<file path="src/sv/cwdp_pkg.sv">
package cwdp_pkg;

   // field widths
   localparam int PIXEL_W      = 8;
   localparam int POS_CFG_W    = 10;
   localparam int SIDE_CFG_W   = 8;
   localparam int CHUNK_CFG_W  = 11;
   localparam int NUM_W        = 8;
   localparam int KEPT_W       = 15;
   localparam int CSR_DATA_W   = 32;
   localparam int CSR_ADDR_W   = 5;
   localparam int REG_IDX_W    = 3;

   // parameter defaults
   localparam int MAX_LINE_WIDTH_DEF = 1024;
   localparam int MAX_OUT_SIDE_DEF   = 128;
   localparam int MAX_CHUNK_DEF      = 2048;

   // register indexes
   localparam logic [REG_IDX_W-1:0] REG_LINE_WIDTH  = 3'd0;
   localparam logic [REG_IDX_W-1:0] REG_FIRST_ROW   = 3'd1;
   localparam logic [REG_IDX_W-1:0] REG_FIRST_COL   = 3'd2;
   localparam logic [REG_IDX_W-1:0] REG_OUT_COLS    = 3'd3;
   localparam logic [REG_IDX_W-1:0] REG_OUT_ROWS    = 3'd4;
   localparam logic [REG_IDX_W-1:0] REG_CHUNK_LEN   = 3'd5;
   localparam logic [REG_IDX_W-1:0] REG_SYNC_A      = 3'd6;
   localparam logic [REG_IDX_W-1:0] REG_SYNC_B      = 3'd7;

   // register reset values
   localparam logic [POS_CFG_W-1:0]   LINE_WIDTH_RST = 10'd324;
   localparam logic [POS_CFG_W-1:0]   FIRST_ROW_RST  = 10'd26;
   localparam logic [POS_CFG_W-1:0]   FIRST_COL_RST  = 10'd67;
   localparam logic [SIDE_CFG_W-1:0]  OUT_COLS_RST   = 8'd96;
   localparam logic [SIDE_CFG_W-1:0]  OUT_ROWS_RST   = 8'd96;
   localparam logic [CHUNK_CFG_W-1:0] CHUNK_LEN_RST  = 11'd1400;
   localparam logic [PIXEL_W-1:0]     SYNC_A_RST     = 8'h55;
   localparam logic [PIXEL_W-1:0]     SYNC_B_RST     = 8'hAA;

   // output byte sequence of one packet start
   localparam int STEP_W = 3;
   localparam logic [STEP_W-1:0] STEP_SYNC_A = 3'd0;
   localparam logic [STEP_W-1:0] STEP_SYNC_B = 3'd1;
   localparam logic [STEP_W-1:0] STEP_FRAME  = 3'd2;
   localparam logic [STEP_W-1:0] STEP_PACKET = 3'd3;
   localparam logic [STEP_W-1:0] STEP_PIXEL  = 3'd4;

   typedef struct packed {
      logic [POS_CFG_W-1:0]   line_width;
      logic [POS_CFG_W-1:0]   window_first_row;
      logic [POS_CFG_W-1:0]   window_first_col;
      logic [SIDE_CFG_W-1:0]  out_cols;
      logic [SIDE_CFG_W-1:0]  out_rows;
      logic [CHUNK_CFG_W-1:0] chunk_len;
      logic [PIXEL_W-1:0]     sync_byte_a;
      logic [PIXEL_W-1:0]     sync_byte_b;
   } cfg_type;

   typedef struct packed {
      logic [PIXEL_W-1:0] pixel;
      logic               last_of_packet;
      logic               last_of_frame;
      logic [NUM_W-1:0]   frame_num;
      logic [NUM_W-1:0]   packet_num;
   } item_type;

endpackage

</file>
<file path="src/sv/cwdp_ifs.sv">
interface cwdp_req_if
   import cwdp_pkg::*;
   ();
   logic               valid;
   logic               ready;
   logic [PIXEL_W-1:0] pixel;
   logic               frame_start;

   modport source (output valid, pixel, frame_start, input ready);
   modport sink   (input valid, pixel, frame_start, output ready);
endinterface

interface cwdp_rsp_if
   import cwdp_pkg::*;
   ();
   logic               valid;
   logic               ready;
   logic [PIXEL_W-1:0] data_byte;
   logic               is_header;
   logic               last_of_packet;
   logic               last_of_frame;

   modport source (output valid, data_byte, is_header, last_of_packet, last_of_frame,
                   input ready);
   modport sink   (input valid, data_byte, is_header, last_of_packet, last_of_frame,
                   output ready);
endinterface

</file>
<file path="src/sv/cwdp_csr.sv">
module cwdp_csr
   import cwdp_pkg::*;
(
   input  logic                  clock,
   input  logic                  reset,
   input  logic                  psel,
   input  logic                  penable,
   input  logic                  pwrite,
   input  logic [CSR_ADDR_W-1:0] paddr,
   input  logic [CSR_DATA_W-1:0] pwdata,
   output logic [CSR_DATA_W-1:0] prdata,
   output cfg_type               cfg
);

   cfg_type cfg_ff;
   cfg_type cfg_in;
   logic [REG_IDX_W-1:0] idx;
   logic wr_en;

   assign idx   = paddr[CSR_ADDR_W-1:2];
   assign wr_en = psel && penable && pwrite;

   always_comb begin
      cfg_in = cfg_ff;
      if (wr_en) begin
         case (idx)
            REG_LINE_WIDTH: cfg_in.line_width       = pwdata[POS_CFG_W-1:0];
            REG_FIRST_ROW:  cfg_in.window_first_row = pwdata[POS_CFG_W-1:0];
            REG_FIRST_COL:  cfg_in.window_first_col = pwdata[POS_CFG_W-1:0];
            REG_OUT_COLS:   cfg_in.out_cols         = pwdata[SIDE_CFG_W-1:0];
            REG_OUT_ROWS:   cfg_in.out_rows         = pwdata[SIDE_CFG_W-1:0];
            REG_CHUNK_LEN:  cfg_in.chunk_len        = pwdata[CHUNK_CFG_W-1:0];
            REG_SYNC_A:     cfg_in.sync_byte_a      = pwdata[PIXEL_W-1:0];
            REG_SYNC_B:     cfg_in.sync_byte_b      = pwdata[PIXEL_W-1:0];
            default:        cfg_in = cfg_ff;
         endcase
      end
   end

   always_ff @(posedge clock) begin
      if (reset) begin
         cfg_ff.line_width       <= LINE_WIDTH_RST;
         cfg_ff.window_first_row <= FIRST_ROW_RST;
         cfg_ff.window_first_col <= FIRST_COL_RST;
         cfg_ff.out_cols         <= OUT_COLS_RST;
         cfg_ff.out_rows         <= OUT_ROWS_RST;
         cfg_ff.chunk_len        <= CHUNK_LEN_RST;
         cfg_ff.sync_byte_a      <= SYNC_A_RST;
         cfg_ff.sync_byte_b      <= SYNC_B_RST;
      end else begin
         cfg_ff <= cfg_in;
      end
   end

   always_comb begin
      case (idx)
         REG_LINE_WIDTH: prdata = CSR_DATA_W'(cfg_ff.line_width);
         REG_FIRST_ROW:  prdata = CSR_DATA_W'(cfg_ff.window_first_row);
         REG_FIRST_COL:  prdata = CSR_DATA_W'(cfg_ff.window_first_col);
         REG_OUT_COLS:   prdata = CSR_DATA_W'(cfg_ff.out_cols);
         REG_OUT_ROWS:   prdata = CSR_DATA_W'(cfg_ff.out_rows);
         REG_CHUNK_LEN:  prdata = CSR_DATA_W'(cfg_ff.chunk_len);
         REG_SYNC_A:     prdata = CSR_DATA_W'(cfg_ff.sync_byte_a);
         REG_SYNC_B:     prdata = CSR_DATA_W'(cfg_ff.sync_byte_b);
         default:        prdata = '0;
      endcase
   end

   assign cfg = cfg_ff;

endmodule

</file>
<file path="src/sv/camera_window_decimate_packetizer.sv">
// path: a kept pixel taken on req passes the input register, then the output register, before
// its first word is on rsp; when the pixel opens a packet its own word follows the headers
// throughput: one pixel word per cycle while rsp is ready; a kept pixel that opens a packet
// holds the output register for four header words, then the pixel word
// reset (synchronous, active high) restores the register defaults and clears all
// counters; pixels are dropped until the first frame_start
module camera_window_decimate_packetizer
   import cwdp_pkg::*;
#(
   parameter int MAX_LINE_WIDTH = MAX_LINE_WIDTH_DEF,
   parameter int MAX_OUT_SIDE   = MAX_OUT_SIDE_DEF,
   parameter int MAX_CHUNK      = MAX_CHUNK_DEF
) (
   input  logic                  clock,
   input  logic                  reset,
   cwdp_req_if.sink              req_chan,
   cwdp_rsp_if.source            rsp_chan,
   input  logic                  psel,
   input  logic                  penable,
   input  logic                  pwrite,
   input  logic [CSR_ADDR_W-1:0] paddr,
   input  logic [CSR_DATA_W-1:0] pwdata,
   output logic [CSR_DATA_W-1:0] prdata,
   output logic                  pready
);

   localparam int PW   = $clog2(MAX_LINE_WIDTH);
   localparam int AW   = ((PW > POS_CFG_W) ? PW : POS_CFG_W) + 1;
   localparam int OW   = $clog2(MAX_OUT_SIDE + 1);
   localparam int OCW  = (OW > SIDE_CFG_W) ? OW : SIDE_CFG_W;
   localparam int TW   = 2 * OCW;
   localparam int KCW  = (TW > KEPT_W + 1) ? TW : KEPT_W + 1;
   localparam int WW   = ((AW > OCW) ? AW : OCW) + 1;
   localparam int FW   = $clog2(MAX_CHUNK);
   localparam int CW0  = $clog2(MAX_CHUNK + 1);
   localparam int CLW  = (CW0 > CHUNK_CFG_W) ? CW0 : CHUNK_CFG_W;

   cfg_type cfg;

   cwdp_csr u_csr (
      .clock   (clock),
      .reset   (reset),
      .psel    (psel),
      .penable (penable),
      .pwrite  (pwrite),
      .paddr   (paddr),
      .pwdata  (pwdata),
      .prdata  (prdata),
      .cfg     (cfg)
   );

   assign pready = 1'b1;

   // input register
   logic               in_valid_ff, in_valid_in;
   logic [PIXEL_W-1:0] in_pixel_ff;
   logic               in_fs_ff;

   // frame state
   logic [PW-1:0]     row_ff, row_in;
   logic [PW-1:0]     col_ff, col_in;
   logic [KEPT_W-1:0] kept_ff, kept_in;
   logic [FW-1:0]     fill_ff, fill_in;
   logic [NUM_W-1:0]  pkt_num_ff, pkt_num_in;
   logic [NUM_W-1:0]  frame_num_ff, frame_num_in;
   logic              in_frame_ff, in_frame_in;

   // output register and header sequencer
   logic              out_valid_ff, out_valid_in;
   logic [STEP_W-1:0] step_ff, step_in;
   item_type          item_ff, item_in;

   // effective config
   logic [AW-1:0]  lw;
   logic [OCW-1:0] oc, orows;
   logic [TW-1:0]  total;
   logic [CLW-1:0] cl;

   always_comb begin
      lw = AW'(cfg.line_width);
      if (lw == '0) begin
         lw = AW'(1);
      end else if (lw > AW'(MAX_LINE_WIDTH)) begin
         lw = AW'(MAX_LINE_WIDTH);
      end
      oc = OCW'(cfg.out_cols);
      if (oc > OCW'(MAX_OUT_SIDE)) begin
         oc = OCW'(MAX_OUT_SIDE);
      end
      orows = OCW'(cfg.out_rows);
      if (orows > OCW'(MAX_OUT_SIDE)) begin
         orows = OCW'(MAX_OUT_SIDE);
      end
      cl = CLW'(cfg.chunk_len);
      if (cl == '0) begin
         cl = CLW'(1);
      end else if (cl > CLW'(MAX_CHUNK)) begin
         cl = CLW'(MAX_CHUNK);
      end
   end

   assign total = TW'(oc) * TW'(orows);

   // state as seen by the word in the input register (frame start restarts it)
   logic [PW-1:0]     row_cur, col_cur;
   logic [KEPT_W-1:0] kept_cur;
   logic [FW-1:0]     fill_cur;
   logic [NUM_W-1:0]  pkt_cur, frame_cur;
   logic              live;

   assign row_cur   = in_fs_ff ? '0 : row_ff;
   assign col_cur   = in_fs_ff ? '0 : col_ff;
   assign kept_cur  = in_fs_ff ? '0 : kept_ff;
   assign fill_cur  = in_fs_ff ? '0 : fill_ff;
   assign pkt_cur   = in_fs_ff ? '0 : pkt_num_ff;
   assign frame_cur = in_fs_ff ? frame_num_ff + NUM_W'(1) : frame_num_ff;
   assign live      = in_fs_ff || in_frame_ff;

   // window test: pos >= first, even distance, half distance below count
   logic [WW-1:0] row_d, col_d;
   logic          row_hit, col_hit;

   assign row_d   = WW'(row_cur) - WW'(cfg.window_first_row);
   assign col_d   = WW'(col_cur) - WW'(cfg.window_first_col);
   assign row_hit = (WW'(row_cur) >= WW'(cfg.window_first_row)) && !row_d[0]
                    && ((row_d >> 1) < WW'(orows));
   assign col_hit = (WW'(col_cur) >= WW'(cfg.window_first_col)) && !col_d[0]
                    && ((col_d >> 1) < WW'(oc));

   logic [KCW-1:0] kept_ext;
   logic           full, keep, line_end, last_frame, last_pkt;

   assign kept_ext   = KCW'(kept_cur);
   assign full       = kept_ext >= KCW'(total);
   assign keep       = live && !full && row_hit && col_hit;
   assign line_end   = (AW'(col_cur) + AW'(1)) >= lw;
   assign last_frame = (kept_ext + KCW'(1)) == KCW'(total);
   assign last_pkt   = ((CLW'(fill_cur) + CLW'(1)) >= cl) || last_frame;

   // handshakes
   logic emit_free, advance, load, out_done;

   assign out_done  = rsp_chan.ready && (step_ff == STEP_PIXEL);
   assign emit_free = !out_valid_ff || out_done;
   assign advance   = in_valid_ff && (!keep || emit_free);
   assign load      = in_valid_ff && keep && emit_free;
   assign req_chan.ready = !in_valid_ff || advance;

   always_comb begin
      in_valid_in  = in_valid_ff;
      row_in       = row_ff;
      col_in       = col_ff;
      kept_in      = kept_ff;
      fill_in      = fill_ff;
      pkt_num_in   = pkt_num_ff;
      frame_num_in = frame_num_ff;
      in_frame_in  = in_frame_ff;
      if (advance) begin
         in_valid_in  = 1'b0;
         frame_num_in = frame_cur;
         in_frame_in  = live;
         if (live) begin
            row_in     = row_cur;
            kept_in    = kept_cur;
            fill_in    = fill_cur;
            pkt_num_in = pkt_cur;
            if (line_end) begin
               col_in = '0;
               // row saturates at the last line position
               if (row_cur < PW'(MAX_LINE_WIDTH - 1)) begin
                  row_in = row_cur + PW'(1);
               end
            end else begin
               col_in = col_cur + PW'(1);
            end
            if (keep) begin
               kept_in = kept_cur + KEPT_W'(1);
               if (last_pkt) begin
                  fill_in    = '0;
                  pkt_num_in = pkt_cur + NUM_W'(1);
               end else begin
                  fill_in = fill_cur + FW'(1);
               end
            end
         end
      end
      if (req_chan.valid && req_chan.ready) begin
         in_valid_in = 1'b1;
      end
   end

   always_comb begin
      out_valid_in = out_valid_ff;
      step_in      = step_ff;
      item_in      = item_ff;
      if (out_valid_ff && rsp_chan.ready) begin
         if (step_ff == STEP_PIXEL) begin
            out_valid_in = 1'b0;
         end else begin
            step_in = step_ff + STEP_W'(1);
         end
      end
      if (load) begin
         out_valid_in           = 1'b1;
         step_in                = (fill_cur == '0) ? STEP_SYNC_A : STEP_PIXEL;
         item_in.pixel          = in_pixel_ff;
         item_in.last_of_packet = last_pkt;
         item_in.last_of_frame  = last_frame;
         item_in.frame_num      = frame_cur;
         item_in.packet_num     = pkt_cur;
      end
   end

   always_ff @(posedge clock) begin
      if (reset) begin
         in_valid_ff  <= 1'b0;
         row_ff       <= '0;
         col_ff       <= '0;
         kept_ff      <= '0;
         fill_ff      <= '0;
         pkt_num_ff   <= '0;
         frame_num_ff <= '0;
         in_frame_ff  <= 1'b0;
         out_valid_ff <= 1'b0;
         step_ff      <= STEP_PIXEL;
      end else begin
         in_valid_ff  <= in_valid_in;
         row_ff       <= row_in;
         col_ff       <= col_in;
         kept_ff      <= kept_in;
         fill_ff      <= fill_in;
         pkt_num_ff   <= pkt_num_in;
         frame_num_ff <= frame_num_in;
         in_frame_ff  <= in_frame_in;
         out_valid_ff <= out_valid_in;
         step_ff      <= step_in;
      end
   end

   always_ff @(posedge clock) begin
      if (req_chan.valid && req_chan.ready) begin
         in_pixel_ff <= req_chan.pixel;
         in_fs_ff    <= req_chan.frame_start;
      end
      item_ff <= item_in;
   end

   // output word mux
   always_comb begin
      case (step_ff)
         STEP_SYNC_A: rsp_chan.data_byte = cfg.sync_byte_a;
         STEP_SYNC_B: rsp_chan.data_byte = cfg.sync_byte_b;
         STEP_FRAME:  rsp_chan.data_byte = item_ff.frame_num;
         STEP_PACKET: rsp_chan.data_byte = item_ff.packet_num;
         default:     rsp_chan.data_byte = item_ff.pixel;
      endcase
   end

   assign rsp_chan.valid          = out_valid_ff;
   assign rsp_chan.is_header      = (step_ff != STEP_PIXEL);
   assign rsp_chan.last_of_packet = (step_ff == STEP_PIXEL) && item_ff.last_of_packet;
   assign rsp_chan.last_of_frame  = (step_ff == STEP_PIXEL) && item_ff.last_of_frame;

endmodule

</file>
<file path="src/flat_wrapper.sv">
// flat-port wrapper written by rule: the top's interface ports become plain ports
module camera_window_decimate_packetizer_flat import cwdp_pkg::*;
#(
   parameter int MAX_LINE_WIDTH = MAX_LINE_WIDTH_DEF,
   parameter int MAX_OUT_SIDE   = MAX_OUT_SIDE_DEF,
   parameter int MAX_CHUNK      = MAX_CHUNK_DEF
)
  (clock, reset, psel, penable, pwrite, paddr, pwdata, prdata, pready, req_chan_valid, req_chan_pixel, req_chan_frame_start, req_chan_ready, rsp_chan_valid, rsp_chan_data_byte, rsp_chan_is_header, rsp_chan_last_of_packet, rsp_chan_last_of_frame, rsp_chan_ready);
  cwdp_req_if req_chan_i ();
  cwdp_rsp_if rsp_chan_i ();
  input  logic clock;
  input  logic reset;
  input  logic psel;
  input  logic penable;
  input  logic pwrite;
  input  logic [CSR_ADDR_W-1:0] paddr;
  input  logic [CSR_DATA_W-1:0] pwdata;
  output logic [CSR_DATA_W-1:0] prdata;
  output logic pready;
  input wire logic [$bits(req_chan_i.valid)-1:0] req_chan_valid;
  input wire logic [$bits(req_chan_i.pixel)-1:0] req_chan_pixel;
  input wire logic [$bits(req_chan_i.frame_start)-1:0] req_chan_frame_start;
  output wire logic [$bits(req_chan_i.ready)-1:0] req_chan_ready;
  output wire logic [$bits(rsp_chan_i.valid)-1:0] rsp_chan_valid;
  output wire logic [$bits(rsp_chan_i.data_byte)-1:0] rsp_chan_data_byte;
  output wire logic [$bits(rsp_chan_i.is_header)-1:0] rsp_chan_is_header;
  output wire logic [$bits(rsp_chan_i.last_of_packet)-1:0] rsp_chan_last_of_packet;
  output wire logic [$bits(rsp_chan_i.last_of_frame)-1:0] rsp_chan_last_of_frame;
  input wire logic [$bits(rsp_chan_i.ready)-1:0] rsp_chan_ready;
  assign req_chan_i.valid = req_chan_valid;
  assign req_chan_i.pixel = req_chan_pixel;
  assign req_chan_i.frame_start = req_chan_frame_start;
  assign req_chan_ready = req_chan_i.ready;
  assign rsp_chan_valid = rsp_chan_i.valid;
  assign rsp_chan_data_byte = rsp_chan_i.data_byte;
  assign rsp_chan_is_header = rsp_chan_i.is_header;
  assign rsp_chan_last_of_packet = rsp_chan_i.last_of_packet;
  assign rsp_chan_last_of_frame = rsp_chan_i.last_of_frame;
  assign rsp_chan_i.ready = rsp_chan_ready;
  camera_window_decimate_packetizer #(.MAX_LINE_WIDTH(MAX_LINE_WIDTH), .MAX_OUT_SIDE(MAX_OUT_SIDE), .MAX_CHUNK(MAX_CHUNK)) u_core (.clock(clock), .reset(reset), .req_chan(req_chan_i), .rsp_chan(rsp_chan_i), .psel(psel), .penable(penable), .pwrite(pwrite), .paddr(paddr), .pwdata(pwdata), .prdata(prdata), .pready(pready));
endmodule
</file>
<file path="config.mk">
export PLATFORM = sky130hd
export DESIGN_NAME = camera_window_decimate_packetizer_flat
export DESIGN_NICKNAME = d
export VERILOG_FILES = /design/src/sv/cwdp_pkg.sv /design/src/sv/cwdp_ifs.sv /design/src/sv/cwdp_csr.sv /design/src/sv/camera_window_decimate_packetizer.sv /design/src/flat_wrapper.sv
export SDC_FILE = /design/constraint.sdc
export NUM_CORES = 1
export LEC_CHECK = 0
export BUFFER_PORTS_ARGS = -buffer_cell sky130_fd_sc_hd__buf_2
export CAP_MARGIN = 10
export CORE_MARGIN = 2
export CORE_UTILIZATION = 54
export DETAILED_ROUTE_END_ITERATION = 6
export GPL_TIMING_DRIVEN = 1
export HOLD_SLACK_MARGIN = 0.03
export PLACE_DENSITY = 0.77
export SLEW_MARGIN = 20
export SYNTH_ARGS = -nofsm -noshare
export SYNTH_HDL_FRONTEND = slang
export SYNTH_HIERARCHICAL = 1
export SYNTH_SLANG_ARGS = --single-unit
</file>
<file path="constraint.sdc">
create_clock -name clock -period 20.5 [get_ports clock]
set_clock_uncertainty 0.05 [all_clocks]
set_input_delay 3.075 -clock clock [delete_from_list [all_inputs] [get_ports clock]]
set_output_delay 3.075 -clock clock [all_outputs]
set_load 0.01 [all_outputs]
</file>
==> results of run 1 <==
area by class of cell:
type,count,area [um^2]
diodes,1,2.50
clock buffers,17,425
clock inverters,15,198
fillers,2215,10400
inverters,140,526
multi-input cells,1316,9000
flip-flops and latches,176,3870
well taps,330,413
repair buffers,62,335
power by group through the flow:
stage	combinational, W	clock [W]	sequential, W
2_1_floorplan	0.0000529	0	0.000365
3_3_place_gp	0.0000660	0	0.000366
3_5_place_dp	0.0000677	0	0.000367
4_1_cts	0.0000681	0.000339	0.000358
5_1_grt	0.0000759	0.000355	0.000359
6_report	0.0000695	0.000337	0.000359
state kept, by name, indices dropped and copies added (netlist names):
| name | flops |
|---|---|
| u_core/row_ff | 10 |
| u_core/in_pixel_ff | 8 |
| u_core/fill_ff | 11 |
| u_core/frame_num_ff | 8 |
| u_core/kept_ff | 15 |
| u_core/in_valid_ff | 1 |
| u_core/step_ff | 3 |
| u_core/u_csr/cfg | 73 |
| u_core/in_fs_ff | 1 |
| u_core/pkt_num_ff | 8 |
| u_core/col_ff | 10 |
| u_core/rsp_chan.valid | 1 |
| u_core/item_ff | 26 |
| u_core/in_frame_ff | 1 |
synth_stat cells, drive strengths merged, types with 19 or more instances:
library cell / n / area, um^2
a21oi: 142 / 711
and3: 21 / 131
buf: 58 / 354
clkbuf: 51 / 194
dfxtp: 141 / 2820
edfxtp: 35 / 1050
fa: 38 / 761
ha: 118 / 1480
inv: 138 / 518
mux2i: 20 / 200
nand2: 180 / 676
nand3: 54 / 275
nand3b: 26 / 195
nand4: 19 / 125
nor2: 181 / 689
nor2b: 72 / 450
nor3: 23 / 120
o21ai: 92 / 472
xnor2: 29 / 262
xor2: 38 / 340
logic make-up after synthesis:
| family | Yosys count | synth area share [%] |
|---|---|---|
| DFF | 176 | 28.0 |
| xor gates and xnor gates | 68 | 4.52 |
| and+or+nand+nor | 653 | 23.6 |
| muxes | 28 | 2.18 |
| AOI/OAI and AO/OA | 389 | 17.8 |
| other | 2 | 0.0542 |
| buffers and inverters | 249 | 7.75 |
| adders and majority gates | 156 | 16.1 |
worst reg2reg max path, delay by kind of cell, from the launching register on:
kind	cells	cell delay [ns]
compound gates	5	1.75
fa+ha+maj	6	2.78
flops	1	0.61
simple gates	9	2.25
buf+inv	8	1.95
layout by cell type, fill, tap and decap left out, drive strengths merged, types with 15 or more instances in the layout:
| cell | synthesis | final |
|---|---|---|
| nand3 | 54 | 54 |
| a31oi | 16 | 16 |
| o21ai | 92 | 92 |
| nor2b | 72 | 72 |
| a21oi | 142 | 142 |
| conb | 2 | 22 |
| nor4 | 15 | 15 |
| buf | 58 | 62 |
| xor2 | 38 | 38 |
| and3 | 21 | 21 |
| mux2i | 20 | 20 |
| nand2b | 15 | 15 |
| nand4 | 19 | 19 |
| nor3 | 23 | 23 |
| fa | 38 | 38 |
| ha | 118 | 118 |
| xnor2 | 29 | 29 |
| inv | 138 | 144 |
| nor2 | 181 | 181 |
| nand3b | 26 | 26 |
| nand2 | 180 | 180 |
| dfxtp | 141 | 141 |
| clkbuf | 51 | 17 |
| edfxtp | 35 | 35 |
path summary, 6_finish.rpt:
path                                           end  depth (start not counted)
worst max-delay path                req_chan_ready                         25
worst max register to register   u_core/fill_ff[5]                         28
worst min-delay path            u_core/item_ff[25]                          0
worst min register to register  u_core/item_ff[25]                          0
routing by layer:
| metal | track usage [%] | vias to the layer above |
|---|---|---|
| met4 | 8.37 | 0 |
| met1 | 37.7 | 5915 |
| met3 | 5.15 | 73 |
| li1 | - | 5948 |
| met5 | 0 | - |
| met2 | 44.0 | 511 |
stage by stage:
| step | instance area, um^2 | hold WS (ns) | instances | util, % | setup WS (ns) |
|---|---|---|---|---|---|
| 4_1_cts | 14800 | 0.379 | 2056 | 58.7 | 9.38 |
| 3_5_place_dp | 14100 | 0.358 | 2024 | 56.2 | 9.88 |
| 6_report | 14800 | 0.378 | 2057 | 58.7 | 9.31 |
| 3_3_place_gp | 14100 | 0.351 | 2024 | 56.2 | 10.0 |
| 5_1_grt | 14800 | 0.384 | 2056 | 58.7 | 9.02 |
| 2_1_floorplan | 13900 | 0.350 | 1741 | - | 11.16 |
==> results summary, run 1 <==
The number of nets still failing antenna checks after routing is 0. The total number of H-tree levels came out at 4. The master of the slowest instance on the critical path is sky130_fd_sc_hd__a211oi_1. In the synthesized netlist the async set-or-reset flop fraction comes to 0%. The most critical setup path has its startpoint at u_core/u_csr/cfg[42]. The final-layout setup total negative slack came out at 0 ns. Global routing consumed, over all layers together, 27.5% of the routing resources. The largest net degree at the start of global routing is 98.

TritonCTS built the clock tree. Of all nets on the critical path, the largest fanout is 15. The total of endpoints with negative setup slack in the final report came out at 0.

The power spent charging and discharging nets is 0.000219 W. In this run, post-CTS repair resized a total of 0 instances. The tool flagged a number of max-cap violations equal to 0. The number of enable flip-flop cells after synthesis came out at 35. The post-synthesis cell area is 0.0139 mm^2. The die outline width is 164 um. The class of the worst hold path is reg -> reg.

The final net count came out at 1922. The cell class contributing the biggest share of worst-path delay is adder cells. The data arrival time at the worst-slack endpoint is 8.06 ns. The distinct cell type count of the synthesized netlist is 91.

The synthesized instance count came out at 1721. The number of clock sinks seen by CTS came out at 176. The combined buffer and inverter count along the critical path is 7. Buffers placed on the I/O ports in this run total 53.

The area of the die came out at 0.0270 mm^2. The aggregate global routing overflow came out at 0. At the pin with the least slew margin, the transition time is 1.05 ns.

The clock network power share came out at 44.0%. The routed via count divided by cell count is 6.05. The reg2reg setup slack is 11.01 ns. The row count is 58. The number of hold buffers added after CTS was 0. In the finished design, the share of the clock period the worst path needs comes to 54.6%.

The number of hold violations in the final report came out at 0. The clock-pin slew on the worst setup and hold paths came out at 0.08 ns. The share of layout cells above drive strength 1 came out at 7.30%.

The clock tree root driver cell is sky130_fd_sc_hd__clkbuf_16. The combinational fraction of design power is 9.1%. The delay of the slowest cell on the worst path is 0.74 ns.

Static timing analysis puts the maximum clock frequency at 89.4 MHz. In this run the critical register-to-register path is launched from u_core/u_csr/cfg[42]. The final critical delay including setup and external delays is 11.19 ns.

The peak supply drop came out at 0.0450 mV. The top-level port count is 99. The max-slew violation count is 0. The most prevalent standard cell on the critical path is sky130_fd_sc_hd__inv_1. The share of total power in sequential cells is 46.9%. The power density normalized to cell area came out at 51.8 mW/mm^2. The critical path required time is 17.38 ns. Sequential elements use 28.0% of the synthesized area. The post-synthesis register bit count is 176. The switching share of power is 28.6%. The flow ran to the end, and the final reports show no timing, DRC or antenna violations. The clock latency at the later pin of the worst-skew pair came out at 0.45 ns. The critical path in this run is classified as reg -> out. The initial DRC count is 1307. The leakage power of the design is 6.24 nW. The highest metal layer with signal wires is met4. The post-CTS setup buffer count came out at 0. The total wirelength of the detailed-routed design is 37300 um. The initial antenna violation count is 0. The initial core utilization came out at 55.0%. The detailed-routed wire length on met3 came out at 2720 um.

The internal portion of total power is 0.000546 W. After floorplanning, the core was sized to cover 0.0252 mm^2. The number of design rule violations left after detail routing is 0. The die outline height is 164 um. After legalization and detailed placement, the total HPWL measured 27500 um.

The first global-routing pass estimated 58600 um of wire. The wire length per cell came out at 18.1 um. The startpoint of the most critical hold path is u_core/in_pixel_ff[7]. Wire segments on met2 add up to 17400 um in the final route.

The worst setup path is captured at an output pin. Setup repair after global routing left no endpoint under its margin. The count of TritonRoute iterations in the first routing pass is 6.

The final weighted congestion of routability-driven global placement is 0.909. Among all flip-flop cells after synthesis, the most frequent one is sky130_fd_sc_hd__dfxtp_1. The average cell area after synthesis came out at 8.05 um^2.

The launching element type of the critical path is a flop. The layout overhead on the synthesized area is 6.66%. The largest buffer count on any clock path came out at 2.

The routed metal-1 wire length is 16200 um. The post-route total power came out at 0.000765 W. The total number of vias came out at 12447. The max-slew headroom at the worst pin is 28.6%.

The via count of the first global-routing pass came out at 11340. Clock tree synthesis inserted a total of 17 buffers. The number of warning messages in the yosys log came out at 6.
Power figures use the tool's default switching activity.
==> run 2: changes to the inputs <==
==> constraint.sdc (replaced) <==
create_clock -name clock -period 10.4 [get_ports clock]
set_clock_uncertainty 0.05 [all_clocks]
set_input_delay 1.56 -clock clock [delete_from_list [all_inputs] [get_ports clock]]
set_output_delay 1.56 -clock clock [all_outputs]
set_load 0.01 [all_outputs]
==> run 2 against run 1 <==
Net effect: the run now ends with design-rule violations left; global-route usage grew 0.34 points; via count barely moved; combinational power up 99%; cell area about the same; non-clock buffer count unchanged; utilization about the same; register-to-register slack lost 9.8 ns; hold slack worse by 0.0038 ns; critical path depth unchanged; final cell count is essentially flat; clock-buffer cell count unchanged; setup slack got worse by 8.4 ns; critical path type unchanged; largest cell class unchanged; largest power group unchanged; highest routed layer unchanged.
==> results summary, run 2 (synthesized netlist as in run 1, its figures left out) <==
The run finished, with violations left. The checks that failed: design-rule violations. Of all nets on the critical path, the largest fanout is 15.

The final critical delay including setup and external delays came out at 9.46 ns. The leakage power of the design came out at 6.25 nW. The path class of the tightest hold or removal check is reg -> reg. Leaving out fill and tap cells, the most frequent cell in the layout is sky130_fd_sc_hd__nand2_1.

The number of hold violations in the final report is 0. The register with the most flip-flops in the layout has 73 of them. The post-place setup slack came out at 1.22 ns.

The total of buffers placed on input and output ports is 53. Setup total negative slack on the finished layout was measured at 0 ns. The library cells used most frequently in the layout, excluding fill and tap cells, are sky130_fd_sc_hd__nand2_1, sky130_fd_sc_hd__nor2_1, sky130_fd_sc_hd__a21oi_1. The number of clock buffers added by TritonCTS is 17. The initial DRC count came out at 1317. Dividing the detail-routed wire length by the instance count gives 18.3 um. The data arrival time at the worst-slack endpoint is 7.85 ns.

The max-slew headroom at the worst pin came out at 26.3%. The number of nets still failing antenna checks after routing came out at 0. The share of layout cells above drive strength 1 is 7.24%. The number of placed instances, taps included came out at 2024. The clock latency at the later pin of the worst-skew pair came out at 0.44 ns. For this design the ratio of total power to cell area is 102 mW/mm^2. Summing all non-filler instances in the final layout gives an area of 0.0148 mm^2. At the pin with the least slew margin, the transition time is 1.10 ns. For this configuration, the core starts out at a cell density of 55.0%. The top-level port count is 99. The number of buffers inserted for hold repair after clock tree synthesis came out at 0.

The worst setup path is launched from a flop. VDD sags by at most 0.0817 mV. The delay of the slowest cell on the worst path came out at 0.75 ns.

Across all setup checks in the final design, the least slack found is 0.940 ns. The die covers 0.0270 mm^2. The clock-pin slew on the worst setup and hold paths came out at 0.08 ns. The max-slew violation count is 0. The number of cells in the finished layout apart from fillers came out at 2056.

Once placement finished, the instance area stood at 0.0141 mm^2. The aggregate global routing overflow is 0. The initial antenna violation count was 0. The top achievable clock speed is 106 MHz. Dividing the detail-routed via count by the number of cells gives 6.06. The reported max-cap violation count came out at 0. Once detailed placement completed, the half-perimeter wirelength came to 27300 um.

The largest buffer count on any clock path is 2. The number of setup buffers added after CTS is 0. The most numerous cell type found on the critical path is sky130_fd_sc_hd__inv_1. Data on the critical path is required at its endpoint by 8.79 ns. From bottom edge to top edge, the die measures 164 um. The total of endpoints with negative setup slack in the final report is 0. The die outline width came out at 164 um. The row count is 58. The final net count is 1922. The wire length of the first global-routing pass came out at 59700 um. From synthesis to final layout, the design area changed by 6.62%.

The total number of H-tree levels came out at 4. The total wirelength of the detailed-routed design is 37600 um. The total global routing track utilization came out at 27.8%.

The total number of vias is 12451. The tree built by TritonCTS fans out to 176 sinks. The quantity of gates resized following cts is 0. The largest net degree at the start of global routing came out at 89. The number of design rule violations left after detail routing came out at 3. The antenna cell count is 0. The master of the slowest instance on the critical path is sky130_fd_sc_hd__a211oi_1.

The congestion estimate from routability-driven global placement came to 0.966. The number of fillers in the final layout came out at 2256. The cell sitting at the root of the clock tree is a sky130_fd_sc_hd__clkbuf_16. The count of TritonRoute iterations in the first routing pass is 7. The region available for standard cell placement spans 0.0252 mm^2. The critical path start-end classification is reg -> out. Of the available clock period, the critical path in the final layout requires 91.0%. The endpoint kind of the worst setup timing path is an output pin. The via count of the first global-routing pass is 11551.

Setup repair after global routing left no endpoint under its margin. TritonCTS built the clock tree.
[run 2: cell type report]
type	instances	area, um^2	area share (%)
Sequential cell	176	3870	26.2
Inverter	140	526	3.56
Timing Repair Buffer	62	335	2.27
Clock inverter	15	199	1.35
Tap cell	330	413	2.80
Multi-Input combinational cell	1316	9000	60.9
Clock buffer	17	425	2.88
[run 2: worst max-delay path, delay by kind of cell, from the launching register on]
family	cells	cell delay, ns
fa+ha+maj	6	2.75
simple gates	8	1.92
compound gates	4	1.28
buf+inv	7	0.91
flops	1	0.56
[run 2: routing by layer]
metal | part of all wire [%] | vias to the layer above | global-route usage [%]
li1 | - | 5948 | -
met1 | 43 | 5862 | 37.3
met2 | 46 | 552 | 44.8
met3 | 7.8 | 89 | 4.90
met4 | 3.6 | 0 | 10.7
met5 | 0 | - | 0
[run 2: power by group]
group          internal, W  switching (W)  total [W]
combinational    0.0000435      0.0000941   0.000138
clock             0.000333       0.000336   0.000669
sequential        0.000701     0.00000585   0.000707
[run 2: worst paths after layout]
path	start	to	slack, ns	cells past startpoint
max	u_core/u_csr/cfg[42]	req_chan_ready	0.94	25
max reg2reg	u_core/u_csr/cfg[42]	u_core/row_ff[1]	1.17	27
min	u_core/in_pixel_ff[1]	u_core/item_ff[19]	0.37	0
min reg2reg	u_core/in_pixel_ff[1]	u_core/item_ff[19]	0.37	0
[run 2: through the flow]
stage	util, %	hold WS [ns]	total power, W
2_1_floorplan	-	0.350	0.000824
3_3_place_gp	56.2	0.351	0.000852
3_5_place_dp	56.2	0.355	0.000855
4_1_cts	58.6	0.376	0.00152
5_1_grt	58.7	0.376	0.00156
6_report	58.7	0.374	0.00151
==> run 3: changes to the inputs <==
--- a/config.mk
+++ b/config.mk
@@ -7,13 +7,12 @@
 export LEC_CHECK = 0
 export BUFFER_PORTS_ARGS = -buffer_cell sky130_fd_sc_hd__buf_2
 export CAP_MARGIN = 10
-export CORE_MARGIN = 2
+export CORE_MARGIN = 4
 export CORE_UTILIZATION = 54
 export DETAILED_ROUTE_END_ITERATION = 6
 export GPL_TIMING_DRIVEN = 1
 export HOLD_SLACK_MARGIN = 0.03
 export PLACE_DENSITY = 0.77
-export SLEW_MARGIN = 20
 export SYNTH_ARGS = -nofsm -noshare
 export SYNTH_HDL_FRONTEND = slang
 export SYNTH_HIERARCHICAL = 1
==> run 3 against run 2 <==
Net effect: the run still ends with design-rule violations left; global-route usage decreased by 1.8 points; clock power up 0.6%; critical path depth up 1; fmax is 1.3% lower; cell area about the same; die area is 4.9% higher; largest cell class unchanged; largest power group unchanged.
==> results summary, run 3 (synthesized netlist as in run 1, its figures left out) <==
The total number of H-tree levels is 4. The area inside the core boundary came out at 0.0252 mm^2. The count of TritonRoute iterations in the first routing pass is 7. The peak supply drop is 0.0973 mV. The leakage power of the design is 6.25 nW. The biggest fanout along the worst timing path came out at 15.

The initial DRC count is 1356. Buffers added to address setup during post-CTS repair amount to 0. The detail route stage leaves a number of antenna-violating nets equal to 0. The quantity of gates resized following cts is 0. The wire length of the first global-routing pass is 60800 um. The tree is rooted in a sky130_fd_sc_hd__clkbuf_16. The clock latency at the later pin of the worst-skew pair came out at 0.45 ns. The share of layout cells above drive strength 1 is 7.29%. The post-route total power is 0.00152 W. The number of buffers inserted for hold repair after clock tree synthesis is 0.

The data arrival time at the worst-slack endpoint is 7.97 ns. The class of the worst hold path is reg -> reg. The number of buffers created by CTS came out at 17. The share of the core filled with cells is 58.7%. The initial antenna violation count came out at 0. The run finished, with violations left.

The startpoint identified for the worst register-to-register timing path is u_core/u_csr/cfg[42]. The worst setup path is launched from a flop. The slowest stage of the critical path is the sky130_fd_sc_hd__a211oi_1 cell. The die outline width came out at 168 um. The max-slew violation count came out at 0. The total wirelength of the detailed-routed design came out at 37200 um. For this block, wires on met1 add up to 15800 um. The die outline height came out at 168 um. The detailed-routed wire length on met3 is 2610 um. During placement, the flow inserted port buffers numbering 53. After detailed routing, the average wire length per cell comes to 18.1 um.

The final reports fail on design-rule violations. The final weighted congestion of routability-driven global placement is 0.934. The total global routing track utilization came out at 26.0%. Counting the fill cells in the layout gives 2200. The number of hold violations in the final report came out at 0. The final critical delay including setup and external delays is 9.58 ns.

Dividing total power by cell area gives a power density of 103 mW/mm^2. The floorplan step defined a die boundary enclosing 0.0283 mm^2. The critical path startpoint is u_core/u_csr/cfg[42]. The layout overhead on the synthesized area is 6.63%. The total of endpoints with negative setup slack in the final report is 0. The critical path is of the reg -> out type. The top-level port count is 99. The initial core utilization came out at 55.0%. Once placement completed, the tool counted placed cells totaling 2024. The library cells used most frequently in the layout, excluding fill and tap cells, are sky130_fd_sc_hd__nand2_1, sky130_fd_sc_hd__nor2_1, sky130_fd_sc_hd__a21oi_1. The antenna cell count came out at 0. The tree built by TritonCTS fans out to 176 sinks. The via count of the first global-routing pass came to 11788. The flip-flop count of the largest register, all copies and words added is 73.

In this run the core area contains 58 standard-cell rows. In this design, the stage delay of the slowest critical-path cell is 0.70 ns. The final HPWL from detailed placement came out at 27600 um. The number of design rule violations left after detail routing came out at 3. The top achievable clock speed came out at 104 MHz.

The final-layout setup total negative slack came out at 0 ns. The critical path required time came out at 8.79 ns. The most common library cell in the layout ignoring fill and taps is sky130_fd_sc_hd__nand2_1. The largest net degree at the start of global routing is 96. In this run the most critical hold path is launched from u_core/in_pixel_ff[1]. The max-slew headroom at the worst pin is 26.1%. The highest metal layer carrying signal wires in the routed design is met4.

The routed via count divided by cell count is 6.10. The slew of the pin with the lowest slew margin came out at 1.11 ns. Counting stages on the worst path, the most repeated cell is sky130_fd_sc_hd__inv_1. The portion of the clock cycle consumed by the worst path in the final layout came out at 92.1%.

The number of cells in the finished layout apart from fillers is 2058. After clock tree synthesis, the clock-pin slew on the worst setup and hold paths is 0.09 ns. The reported max-cap violation count came out at 0. The aggregate global routing overflow came out at 0.

TritonCTS built the clock tree. The endpoint kind of the worst setup timing path is an output pin. The routed length on met2 came out at 17300 um.

Setup repair after global routing left no endpoint under its margin. The total number of vias is 12548. The final net count is 1924. In this run the deepest clock path goes through 2 buffers.
-- run 3: final timing paths --
check	end	slack, ns	depth (start not counted)
setup / recovery	req_chan_ready	0.82	26
hold / removal	u_core/item_ff[19]	0.38	0
setup reg to reg	u_core/row_ff[0]	1.10	28
hold reg to reg	u_core/item_ff[19]	0.38	0
-- run 3: routing by layer --
metal  GRT usage [%]  vias to the layer above
met5               0                        -
met4            10.1                        0
met3            3.50                       94
met2            41.8                      576
met1            35.8                     5938
li1                -                     5940
-- run 3: final cells by class --
cell class | instances | area, um^2 | share of cell area [%]
clock buffer | 17 | 425 | 2.88
clock inverter | 15 | 194 | 1.31
inverter | 140 | 526 | 3.56
tap | 330 | 413 | 2.79
sequential | 176 | 3870 | 26.2
multi-input combinational | 1316 | 8990 | 60.9
timing repair buffer | 64 | 348 | 2.35
-- run 3: critical path: cells and delay by family, from the launching register on --
family                     cells  cell delay (ns)
AOI/OAI and AO/OA              4             1.24
buffers and inverters          8             1.16
DFF                            1             0.57
adders and majority gates      6             2.76
and+or+nand+nor                8             1.80
-- run 3: power by group --
| group | internal [W] | leakage [nW] | switching (W) |
|---|---|---|---|
| clock network | 0.000332 | 0.300 | 0.000341 |
| logic | 0.0000438 | 4.50 | 0.0000932 |
| registers | 0.000701 | 1.45 | 0.00000594 |
| total | 0.00108 | 6.25 | 0.000441 |
-- run 3: metrics by stage --
step	worst slack (ns)	instance area, um^2	hold slack (ns)
detailed placement	1.31	14100	0.361
global route	0.377	14800	0.393
finish	0.819	14800	0.376
global placement	1.34	14100	0.351
CTS	0.835	14800	0.379
floorplan	2.58	13900	0.350
